--- src/rtl/core/table_interpolation_evaluator_core_macros.svh ---
// Assertion helpers for the core's sequencer.
`ifndef TABLE_INTERPOLATION_EVALUATOR_CORE_MACROS_SVH
`define TABLE_INTERPOLATION_EVALUATOR_CORE_MACROS_SVH

// Same-cycle implication.
`define TIE_ASSERT_IMP(label, clk, rstn, ante, cons) \
    label: assert property (@(posedge clk) disable iff (!(rstn)) (ante) |-> (cons)) \
        else $error("tie assertion failed");

// Next-cycle implication.
`define TIE_ASSERT_NXT(label, clk, rstn, ante, cons) \
    label: assert property (@(posedge clk) disable iff (!(rstn)) (ante) |=> (cons)) \
        else $error("tie assertion failed");

`endif

--- src/rtl/core/tie_pkg.sv ---
package tie_pkg;

    localparam int DEFAULT_TABLE_DEPTH = 256;
    localparam int Q_W        = 32;
    localparam int IDX_W      = 8;
    localparam int STATUS_W   = 2;
    localparam int COUNT_W    = 9;
    localparam int CFG_IDX_W  = 2;
    localparam int CFG_DATA_W = 9;
    localparam int P_W        = 65;    // |dy| * |dz| fits 65 bits
    localparam int DIV_STEPS  = P_W;   // one quotient bit per step
    localparam int DIV_CNT_W  = $clog2(DIV_STEPS);

    localparam logic CMD_WRITE = 1'b0;
    localparam logic CMD_EVAL  = 1'b1;

    localparam logic [STATUS_W-1:0] ST_OK    = 2'd0;
    localparam logic [STATUS_W-1:0] ST_BELOW = 2'd1;
    localparam logic [STATUS_W-1:0] ST_ABOVE = 2'd2;
    localparam logic [STATUS_W-1:0] ST_EMPTY = 2'd3;

    localparam logic [CFG_IDX_W-1:0] REG_EVAL_MODE   = 2'd0;
    localparam logic [CFG_IDX_W-1:0] REG_ENTRY_COUNT = 2'd1;
    localparam logic [CFG_IDX_W-1:0] REG_USE_HINT    = 2'd2;

    typedef enum logic [3:0] {
        DP_NOP,
        DP_LD1,
        DP_LD2,
        DP_DIFF,
        DP_MUL0,
        DP_MUL1,
        DP_DIV_STEP,
        DP_ROUND,
        DP_LERP_RES,
        DP_RES_Y1,
        DP_RES_V,
        DP_H_MUL,
        DP_H_ADD
    } dp_op_t;

    typedef struct packed {
        logic                start;
        logic                wr_en;
        dp_op_t              op;
        logic                out_load;
        logic [IDX_W-1:0]    out_idx;
        logic [STATUS_W-1:0] out_status;
    } dp_cmd_t;

    typedef struct packed {
        logic z_ge_key;
        logic z_gt_key;
        logic dx_zero;
    } dp_stat_t;

endpackage

--- src/rtl/core/tie_ctrl.sv ---
`include "table_interpolation_evaluator_core_macros.svh"

module tie_ctrl import tie_pkg::*; #(
    parameter int TABLE_DEPTH = DEFAULT_TABLE_DEPTH,
    localparam int IW = $clog2(TABLE_DEPTH)
) (
    input  logic                  aclk,
    input  logic                  aresetn,
    input  logic                  s_valid,
    output logic                  s_ready,
    input  logic                  s_command,
    output logic                  m_valid,
    input  logic                  m_ready,
    input  logic                  cfg_valid,
    output logic                  cfg_ready,
    input  logic [CFG_IDX_W-1:0]  cfg_index,
    input  logic [CFG_DATA_W-1:0] cfg_data,
    input  dp_stat_t              stat,
    output dp_cmd_t               dp_cmd,
    output logic [IW-1:0]         raddr
);

    localparam int CW = $clog2(TABLE_DEPTH + 1);
    localparam int SW = CW + 1;

    typedef enum logic [4:0] {
        S_IDLE, S_R0_W, S_R0_U, S_RN_W, S_RN_U, S_ONE_W, S_ONE_U,
        S_HH_W, S_HH_U, S_HUP_CHK, S_HUP_W, S_HUP_U, S_HDN_CHK, S_HDN_W, S_HDN_U,
        S_BS_CHK, S_BS_W, S_BS_U, S_L0_W, S_L0_U, S_L1_W, S_L1_U,
        S_DIFF, S_MUL0, S_MUL1, S_DIV, S_RND, S_LRES, S_H_MUL, S_H_ADD, S_DONE
    } state_t;

    state_t               state_reg, state_next;
    logic [IW-1:0]        raddr_reg, raddr_next;
    logic [CW-1:0]        lo_reg, lo_next, hi_reg, hi_next;
    logic [CW-1:0]        a_reg, a_next, b_reg, b_next, m_reg, m_next;
    logic [CW-1:0]        k_reg, k_next, idx_reg, idx_next;
    logic [SW-1:0]        step_reg, step_next;
    logic [DIV_CNT_W-1:0] cnt_reg, cnt_next;
    logic [STATUS_W-1:0]  st_reg, st_next;
    logic [IW-1:0]        last_reg, last_next;
    logic                 eval_mode_reg, use_hint_reg;
    logic [COUNT_W-1:0]   count_reg;
    logic                 m_valid_reg, m_valid_next;

    logic [CW-1:0] n, nm1, nm2, hint, mid, am1, clamped;
    logic [SW-1:0] step2, up_sum;

    always_comb begin
        n       = (32'(count_reg) > TABLE_DEPTH) ? CW'(TABLE_DEPTH) : CW'(count_reg);
        nm1     = n - CW'(1);
        nm2     = n - CW'(2);
        hint    = (CW'(last_reg) > nm2) ? nm2 : CW'(last_reg);
        mid     = a_reg + ((b_reg - a_reg) >> 1);
        am1     = a_reg - CW'(1);
        clamped = (a_reg == '0) ? '0 : ((am1 > nm2) ? nm2 : am1);
        step2   = step_reg << 1;
        up_sum  = SW'(hi_reg) + step2;
    end

    always_comb begin
        state_next   = state_reg;
        raddr_next   = raddr_reg;
        lo_next      = lo_reg;
        hi_next      = hi_reg;
        a_next       = a_reg;
        b_next       = b_reg;
        m_next       = m_reg;
        k_next       = k_reg;
        idx_next     = idx_reg;
        step_next    = step_reg;
        cnt_next     = cnt_reg;
        st_next      = st_reg;
        last_next    = last_reg;
        m_valid_next = m_valid_reg;
        dp_cmd       = '{start: 1'b0, wr_en: 1'b0, op: DP_NOP, out_load: 1'b0,
                         out_idx: IDX_W'(idx_reg), out_status: st_reg};

        unique case (state_reg)
            S_IDLE: begin
                if (s_valid) begin
                    dp_cmd.start = 1'b1;
                    idx_next     = '0;
                    st_next      = ST_OK;
                    if (s_command == CMD_WRITE) begin
                        dp_cmd.wr_en = 1'b1;
                        state_next   = S_DONE;
                    end else if (n == '0) begin
                        st_next    = ST_EMPTY;
                        state_next = S_DONE;
                    end else if (eval_mode_reg) begin
                        k_next     = nm1;
                        raddr_next = IW'(nm1);
                        state_next = S_H_MUL;
                    end else begin
                        raddr_next = '0;
                        state_next = S_R0_W;
                    end
                end
            end
            S_R0_W: state_next = S_R0_U;
            S_R0_U: begin
                if (!stat.z_ge_key) begin
                    st_next    = ST_BELOW;
                    state_next = S_DONE;
                end else begin
                    raddr_next = IW'(nm1);
                    state_next = S_RN_W;
                end
            end
            S_RN_W: state_next = S_RN_U;
            S_RN_U: begin
                if (stat.z_gt_key) begin
                    st_next    = ST_ABOVE;
                    state_next = S_DONE;
                end else if (n == CW'(1)) begin
                    raddr_next = '0;
                    state_next = S_ONE_W;
                end else if (use_hint_reg) begin
                    m_next     = hint;
                    raddr_next = IW'(hint);
                    state_next = S_HH_W;
                end else begin
                    a_next     = '0;
                    b_next     = n;
                    state_next = S_BS_CHK;
                end
            end
            S_ONE_W: state_next = S_ONE_U;
            S_ONE_U: begin
                dp_cmd.op  = DP_RES_V;
                state_next = S_DONE;
            end
            S_HH_W: state_next = S_HH_U;
            S_HH_U: begin
                step_next = SW'(1);
                if (stat.z_ge_key) begin
                    lo_next    = m_reg;
                    hi_next    = m_reg + CW'(1);
                    state_next = S_HUP_CHK;
                end else begin
                    hi_next    = m_reg;
                    lo_next    = m_reg - CW'(1);
                    state_next = S_HDN_CHK;
                end
            end
            S_HUP_CHK: begin
                if (hi_reg < n) begin
                    raddr_next = IW'(hi_reg);
                    state_next = S_HUP_W;
                end else begin
                    a_next     = lo_reg + CW'(1);
                    b_next     = hi_reg;
                    state_next = S_BS_CHK;
                end
            end
            S_HUP_W: state_next = S_HUP_U;
            S_HUP_U: begin
                if (stat.z_ge_key) begin
                    lo_next    = hi_reg;
                    step_next  = step2;
                    hi_next    = (up_sum > SW'(n)) ? n : CW'(up_sum);
                    state_next = S_HUP_CHK;
                end else begin
                    a_next     = lo_reg + CW'(1);
                    b_next     = hi_reg;
                    state_next = S_BS_CHK;
                end
            end
            S_HDN_CHK: begin
                if (lo_reg != '0) begin
                    raddr_next = IW'(lo_reg);
                    state_next = S_HDN_W;
                end else begin
                    a_next     = lo_reg + CW'(1);
                    b_next     = hi_reg;
                    state_next = S_BS_CHK;
                end
            end
            S_HDN_W: state_next = S_HDN_U;
            S_HDN_U: begin
                if (!stat.z_ge_key) begin
                    hi_next    = lo_reg;
                    step_next  = step2;
                    lo_next    = (SW'(lo_reg) >= step2) ? CW'(SW'(lo_reg) - step2) : '0;
                    state_next = S_HDN_CHK;
                end else begin
                    a_next     = lo_reg + CW'(1);
                    b_next     = hi_reg;
                    state_next = S_BS_CHK;
                end
            end
            S_BS_CHK: begin
                if (a_reg < b_reg) begin
                    m_next     = mid;
                    raddr_next = IW'(mid);
                    state_next = S_BS_W;
                end else begin
                    idx_next   = clamped;
                    raddr_next = IW'(clamped);
                    if (use_hint_reg) begin
                        last_next = IW'(clamped);
                    end
                    state_next = S_L0_W;
                end
            end
            S_BS_W: state_next = S_BS_U;
            S_BS_U: begin
                if (!stat.z_ge_key) begin
                    b_next = m_reg;
                end else begin
                    a_next = m_reg + CW'(1);
                end
                state_next = S_BS_CHK;
            end
            S_L0_W: state_next = S_L0_U;
            S_L0_U: begin
                dp_cmd.op  = DP_LD1;
                raddr_next = IW'(idx_reg + CW'(1));
                state_next = S_L1_W;
            end
            S_L1_W: state_next = S_L1_U;
            S_L1_U: begin
                dp_cmd.op  = DP_LD2;
                state_next = S_DIFF;
            end
            S_DIFF: begin
                dp_cmd.op  = DP_DIFF;
                state_next = S_MUL0;
            end
            S_MUL0: begin
                if (stat.dx_zero) begin
                    dp_cmd.op  = DP_RES_Y1;
                    state_next = S_DONE;
                end else begin
                    dp_cmd.op  = DP_MUL0;
                    state_next = S_MUL1;
                end
            end
            S_MUL1: begin
                dp_cmd.op  = DP_MUL1;
                cnt_next   = '0;
                state_next = S_DIV;
            end
            S_DIV: begin
                dp_cmd.op = DP_DIV_STEP;
                cnt_next  = cnt_reg + DIV_CNT_W'(1);
                if (cnt_reg == DIV_CNT_W'(DIV_STEPS - 1)) begin
                    state_next = S_RND;
                end
            end
            S_RND: begin
                dp_cmd.op  = DP_ROUND;
                state_next = S_LRES;
            end
            S_LRES: begin
                dp_cmd.op  = DP_LERP_RES;
                state_next = S_DONE;
            end
            S_H_MUL: begin
                dp_cmd.op  = DP_H_MUL;
                state_next = S_H_ADD;
            end
            S_H_ADD: begin
                dp_cmd.op = DP_H_ADD;
                if (k_reg == '0) begin
                    state_next = S_DONE;
                end else begin
                    k_next     = k_reg - CW'(1);
                    raddr_next = IW'(k_reg - CW'(1));
                    state_next = S_H_MUL;
                end
            end
            S_DONE: begin
                if (!m_valid_reg || m_ready) begin
                    dp_cmd.out_load = 1'b1;
                    state_next      = S_IDLE;
                end
            end
            default: state_next = S_IDLE;
        endcase

        if (dp_cmd.out_load) begin
            m_valid_next = 1'b1;
        end else if (m_ready) begin
            m_valid_next = 1'b0;
        end
    end

    always_ff @(posedge aclk) begin
        if (!aresetn) begin
            state_reg     <= S_IDLE;
            m_valid_reg   <= 1'b0;
            last_reg      <= '0;
            eval_mode_reg <= 1'b0;
            count_reg     <= '0;
            use_hint_reg  <= 1'b1;
        end else begin
            state_reg   <= state_next;
            m_valid_reg <= m_valid_next;
            last_reg    <= last_next;
            if (cfg_valid) begin
                unique case (cfg_index)
                    REG_EVAL_MODE:   eval_mode_reg <= cfg_data[0];
                    REG_ENTRY_COUNT: count_reg     <= cfg_data[COUNT_W-1:0];
                    REG_USE_HINT:    use_hint_reg  <= cfg_data[0];
                    default: ;
                endcase
            end
        end
        raddr_reg <= raddr_next;
        lo_reg    <= lo_next;
        hi_reg    <= hi_next;
        a_reg     <= a_next;
        b_reg     <= b_next;
        m_reg     <= m_next;
        k_reg     <= k_next;
        idx_reg   <= idx_next;
        step_reg  <= step_next;
        cnt_reg   <= cnt_next;
        st_reg    <= st_next;
    end

    assign s_ready   = (state_reg == S_IDLE);
    assign m_valid   = m_valid_reg;
    assign cfg_ready = 1'b1;
    assign raddr     = raddr_reg;

    `TIE_ASSERT_IMP(a_out_no_overrun, aclk, aresetn, dp_cmd.out_load, !m_valid_reg || m_ready)
    `TIE_ASSERT_NXT(a_accept_busy, aclk, aresetn, s_valid && state_reg == S_IDLE, state_reg != S_IDLE)
    `TIE_ASSERT_IMP(a_div_bound, aclk, aresetn, state_reg == S_DIV, 32'(cnt_reg) < DIV_STEPS)
    `TIE_ASSERT_IMP(a_hint_clamped, aclk, aresetn, state_reg == S_HH_U, m_reg <= nm2)

endmodule

--- config.mk ---
export PLATFORM = sky130hd
export DESIGN_NAME = tie_ctrl
export DESIGN_NICKNAME = d
export VERILOG_FILES = /design/src/rtl/core/tie_pkg.sv /design/src/rtl/core/tie_ctrl.sv
export VERILOG_INCLUDE_DIRS = /design/src /design/src/rtl/core
export SDC_FILE = /design/constraint.sdc
export NUM_CORES = 1
export LEC_CHECK = 0
export CAP_MARGIN = 20
export CELL_PAD_IN_SITES_DETAIL_PLACEMENT = 0
export CELL_PAD_IN_SITES_GLOBAL_PLACEMENT = 2
export CORE_MARGIN = 5
export CORE_UTILIZATION = 40
export CTS_CLUSTER_DIAMETER = 100
export DETAILED_ROUTE_END_ITERATION = 8
export DONT_BUFFER_PORTS = 1
export GPL_ROUTABILITY_DRIVEN = 0
export PLACE_DENSITY_LB_ADDON = 0.1
export SYNTH_ARGS = -nofsm -noshare
export SYNTH_HDL_FRONTEND = slang
export SYNTH_SLANG_ARGS = --single-unit
--- constraint.sdc ---
create_clock -name aclk -period 6.4 [get_ports aclk]
set_clock_uncertainty 0.15 [all_clocks]
set_input_delay 1.6 -clock aclk [delete_from_list [all_inputs] [get_ports aclk]]
set_output_delay 1.6 -clock aclk [all_outputs]
set_load 0.005 [all_outputs]
==> reports/summary.txt <==
Summed instance area of the synthesized netlist: 0.009504 mm²
Final critical-path share of the clock period: 75.37%
Top area cells in the synthesized netlist: edfxtp_1 28%, ha_1 9.9%, dfxtp_1 5.3%
Commonest register cell after synthesis: edfxtp_1
Share of synthesized area spent on multiplexers: 4.700%
Part of the Yosys area used for sequential elements: 33.07%
Fin. Hold Viols: 0
Final ANT Viol Nets: 0
Outcome: finished, final reports clean
Post-route minimum period: 4824 ps
WS Path Type: register to register
Yosys warning total: 0
CP startpoint kind: register
Total via count in the routed design: 8536
Internal power consumption: 2.199 mW
Sum of internal, switching and leakage power: 3.894 mW
Initial cell density of the core: 40.61%
Top delay family on crit path: compound AO/OA/AOI/OAI gates
Nets@finish: 1180
Horizontal die dimension: 164.1 µm
Nets in the synthesized netlist: 1199
Hold/Removal Path Class: register to register
RSZ-0062 raised after global routing: no
Total DRC errors in the routed layout: 0
Clock tree from TritonCTS: done
Signal arrival time at the worst endpoint: 4860 ps
WL final: 34.18 mm
Hold Crit Start: last_reg[1]$_SDFFE_PN0P_
Worst Tran Pin Value: 1179 ps
Number of library cell types mapped by synthesis: 75
Per-cell via count in the routed design: 6.041
Cell chosen for the clock root: clkbuf_16
Grt ovf: 0
Reg-to-reg endpoint: raddr[2]$_DFFE_PP_
CTS Sinks: 113
Switching share of total power: 43.53%
Minimum setup slack among reg-to-reg paths: 1580 ps
Peak Freq: 207.3 MHz
Worst hold path stage count: 2
Cts hold-fix bufs: 0
Power Dens Cells: 374.6 mW/mm²
Power share of the clock group: 25.1%
First-pass GRT wire length: 51.28 mm
Standby leakage power: 4.031 nW
Cell-by-cell trace of the critical path: inv_1 -> nand2_1 -> ha_1 -> nor3b_1 -> o21ai_0 -> inv_1 -> ha_1 -> nand3_1 -> nor2_1 -> o21ai_0 -> a221oi_1 -> a31o_2 -> o21ai_4 -> mux2_2 -> a221o_1
Critical R2R Launch: count_reg[8]$_SDFFE_PN0P_
Cell with the most instances after synthesis: nor2_1
Xor and xnor area share after synthesis: 7.649%
Number of DRC markers in iteration 0: 904
Delay of the slowest cell on the worst path: 490 ps
Portion of total power attributed to combinational logic: 44.5%
Setup Fix Bufs, Post-CTS: 0
Max-cap violations: 0
Clock Latency Late Sink: 430 ps
Top-area cell type share of the netlist area: 27.80%
TritonCTS Buffers: 17
Dominant combinational cell family by area after synthesis: compound AO/OA/AOI/OAI gates
GRT Total Usage: 25.51%
Slowest-stage cell, CP: dfxtp_1
Ratio of cells with drive above 1 in the final layout: 5.941%
Via count of the first global-routing pass: 8129
Number of antenna violations at the first check in global routing: 0
Hold Crit Endpoint: last_reg[1]$_SDFFE_PN0P_
Cell count after synthesis: 1100
Total Die Area: 0.02694 mm²
Part of the total power dissipated in sequential elements: 30.4%
Pins over their slew limit: 0
Mean post-synth cell area: 8.640 µm²
Number of endpoints failing setup at the final stage: 0
Data required time of the critical path: 6430 ps
R2R cell count: 15
Number of flops mapped to enable cells by yosys: 88
Library cell with the largest summed area after synthesis: edfxtp_1
Fill cell total of the finished layout: 2399
Worst-case setup slack after placement: 1661 ps
Normalized max-slew margin: 21.37%
Post-synthesis adder-cell area fraction: 10.72%
Net load switching power: 1.695 mW
Max VDD drop: 0.1808 mV
Worst Path Max Fanout: 16
Total negative slack: 0 ps
Register bit total from synthesis: 113
Area overhead of the layout relative to synthesis: 9.374%
Crit path buf inv count: 2
CTS clk-pin slew, worst paths: 60 ps
Maximum clock insertion buffer count: 2
Htree depth: 4
DIE HEIGHT: 164.1 µm
Routed len/inst: 24.19 µm
Final HPWL from detailed placement: 26.22 mm
List of most frequent post-synthesis cells: 106 x nor2_1, 104 x nand2_1, 88 x edfxtp_1
Synth Area in Simple Gates: 18.36%
Post-CTS Resized: 0
Async set or reset register ratio after synthesis: 0%
Post-layout worst setup margin: 1576 ps
Number of port buffers: 0
Row count: 56
Number of antenna repair diodes: 0
Area of the core region: 0.02340 mm²
Number of primary I/O pins: 48
Compound-cell area share of the yosys netlist: 20.04%
Count of TritonRoute iterations in the first routing pass: 9
Pin count of the biggest net entering global routing: 33
CP Capture Type: register
[logic make-up after synthesis]
kind of cell | Yosys count
simple gates | 366
compound gates | 285
buf+inv | 130
flops | 113
xor+xnor | 83
fa+ha+maj | 79
mux | 43
other cells | 1
[power by group through the flow]
stage               clock network, mW  logic, mW  registers [mW]
finish                          0.977       1.73            1.18
global route                     1.02       1.91            1.20
CTS                             0.984       1.72            1.18
detailed placement                  0       1.71            1.19
global placement                    0       1.72            1.20
floorplan                           0       1.30            1.07
[cell type report]
| class | instances | area [µm²] | area share (%) |
|---|---|---|---|
| clock buffers | 18 | 450.4 | 4.333 |
| clock inverters | 14 | 141.4 | 1.360 |
| inverters | 78 | 292.8 | 2.817 |
| multi-input cells | 857 | 5863 | 56.40 |
| flip-flops and latches | 113 | 3143 | 30.24 |
| well taps | 319 | 399.1 | 3.840 |
| repair buffers | 14 | 105.1 | 1.011 |
[worst max-delay path by stage]
stage / startpoint / endpoint / cells past startpoint
after detailed placement: count_reg[8]$_SDFFE_PN0P_ / raddr[2]$_DFFE_PP_ / 15
after floorplan: stat[0] / dp_cmd[13] / 2
after CTS: count_reg[8]$_SDFFE_PN0P_ / raddr[2]$_DFFE_PP_ / 15
final: count_reg[8]$_SDFFE_PN0P_ / raddr[2]$_DFFE_PP_ / 15
after global placement: count_reg[8]$_SDFFE_PN0P_ / raddr[2]$_DFFE_PP_ / 15
after global routing: count_reg[8]$_SDFFE_PN0P_ / raddr[2]$_DFFE_PP_ / 15
[worst reg2reg max path, stage by stage (launching register included)]
cell	delay, ps
dfxtp_1	490
inv_1	410
nand2_1	390
ha_1	410
nor3b_1	190
o21ai_0	440
inv_1	150
ha_1	360
nand3_1	80
nor2_1	160
o21ai_0	120
a221oi_1	240
a31o_2	220
o21ai_4	110
mux2_2	320
a221o_1	340
[per-layer routing]
metal	wire (µm)	share of wire (%)	global-route usage, %	vias to the layer above
li1	-	-	-	4019
met5	0	0	0	-
met3	2348	6.9	4.316	52
met2	15950	47	41.30	332
met1	15070	44	34.86	4133
met4	810	2.4	7.930	0
[placed cells by master (no fill, tap or decap), types with 29 or more instances in the layout]
cell	synthesis	layout
nand3_1	30	30
inv_1	76	76
xnor2_1	54	54
edfxtp_1	88	88
o21ai_0	79	79
nor2_1	106	106
ha_1	75	75
a21oi_1	59	59
nand2_1	104	104
xor2_1	29	29
mux2i_1	39	39
[stage by stage]
step / util, % / hold slack [ps] / cells / area, µm²
finish: 44.42 / 343.5 / 1413 / 10400
global route: 44.42 / 364.3 / 1413 / 10400
CTS: 44.42 / 345.7 / 1413 / 10400
detailed placement: 41.89 / 336.7 / 1381 / 9803
global placement: 41.89 / 339.5 / 1381 / 9803
floorplan: - / 296.1 / 1100 / 9504
No activity file was read; power rests on OpenSTA's default activity.
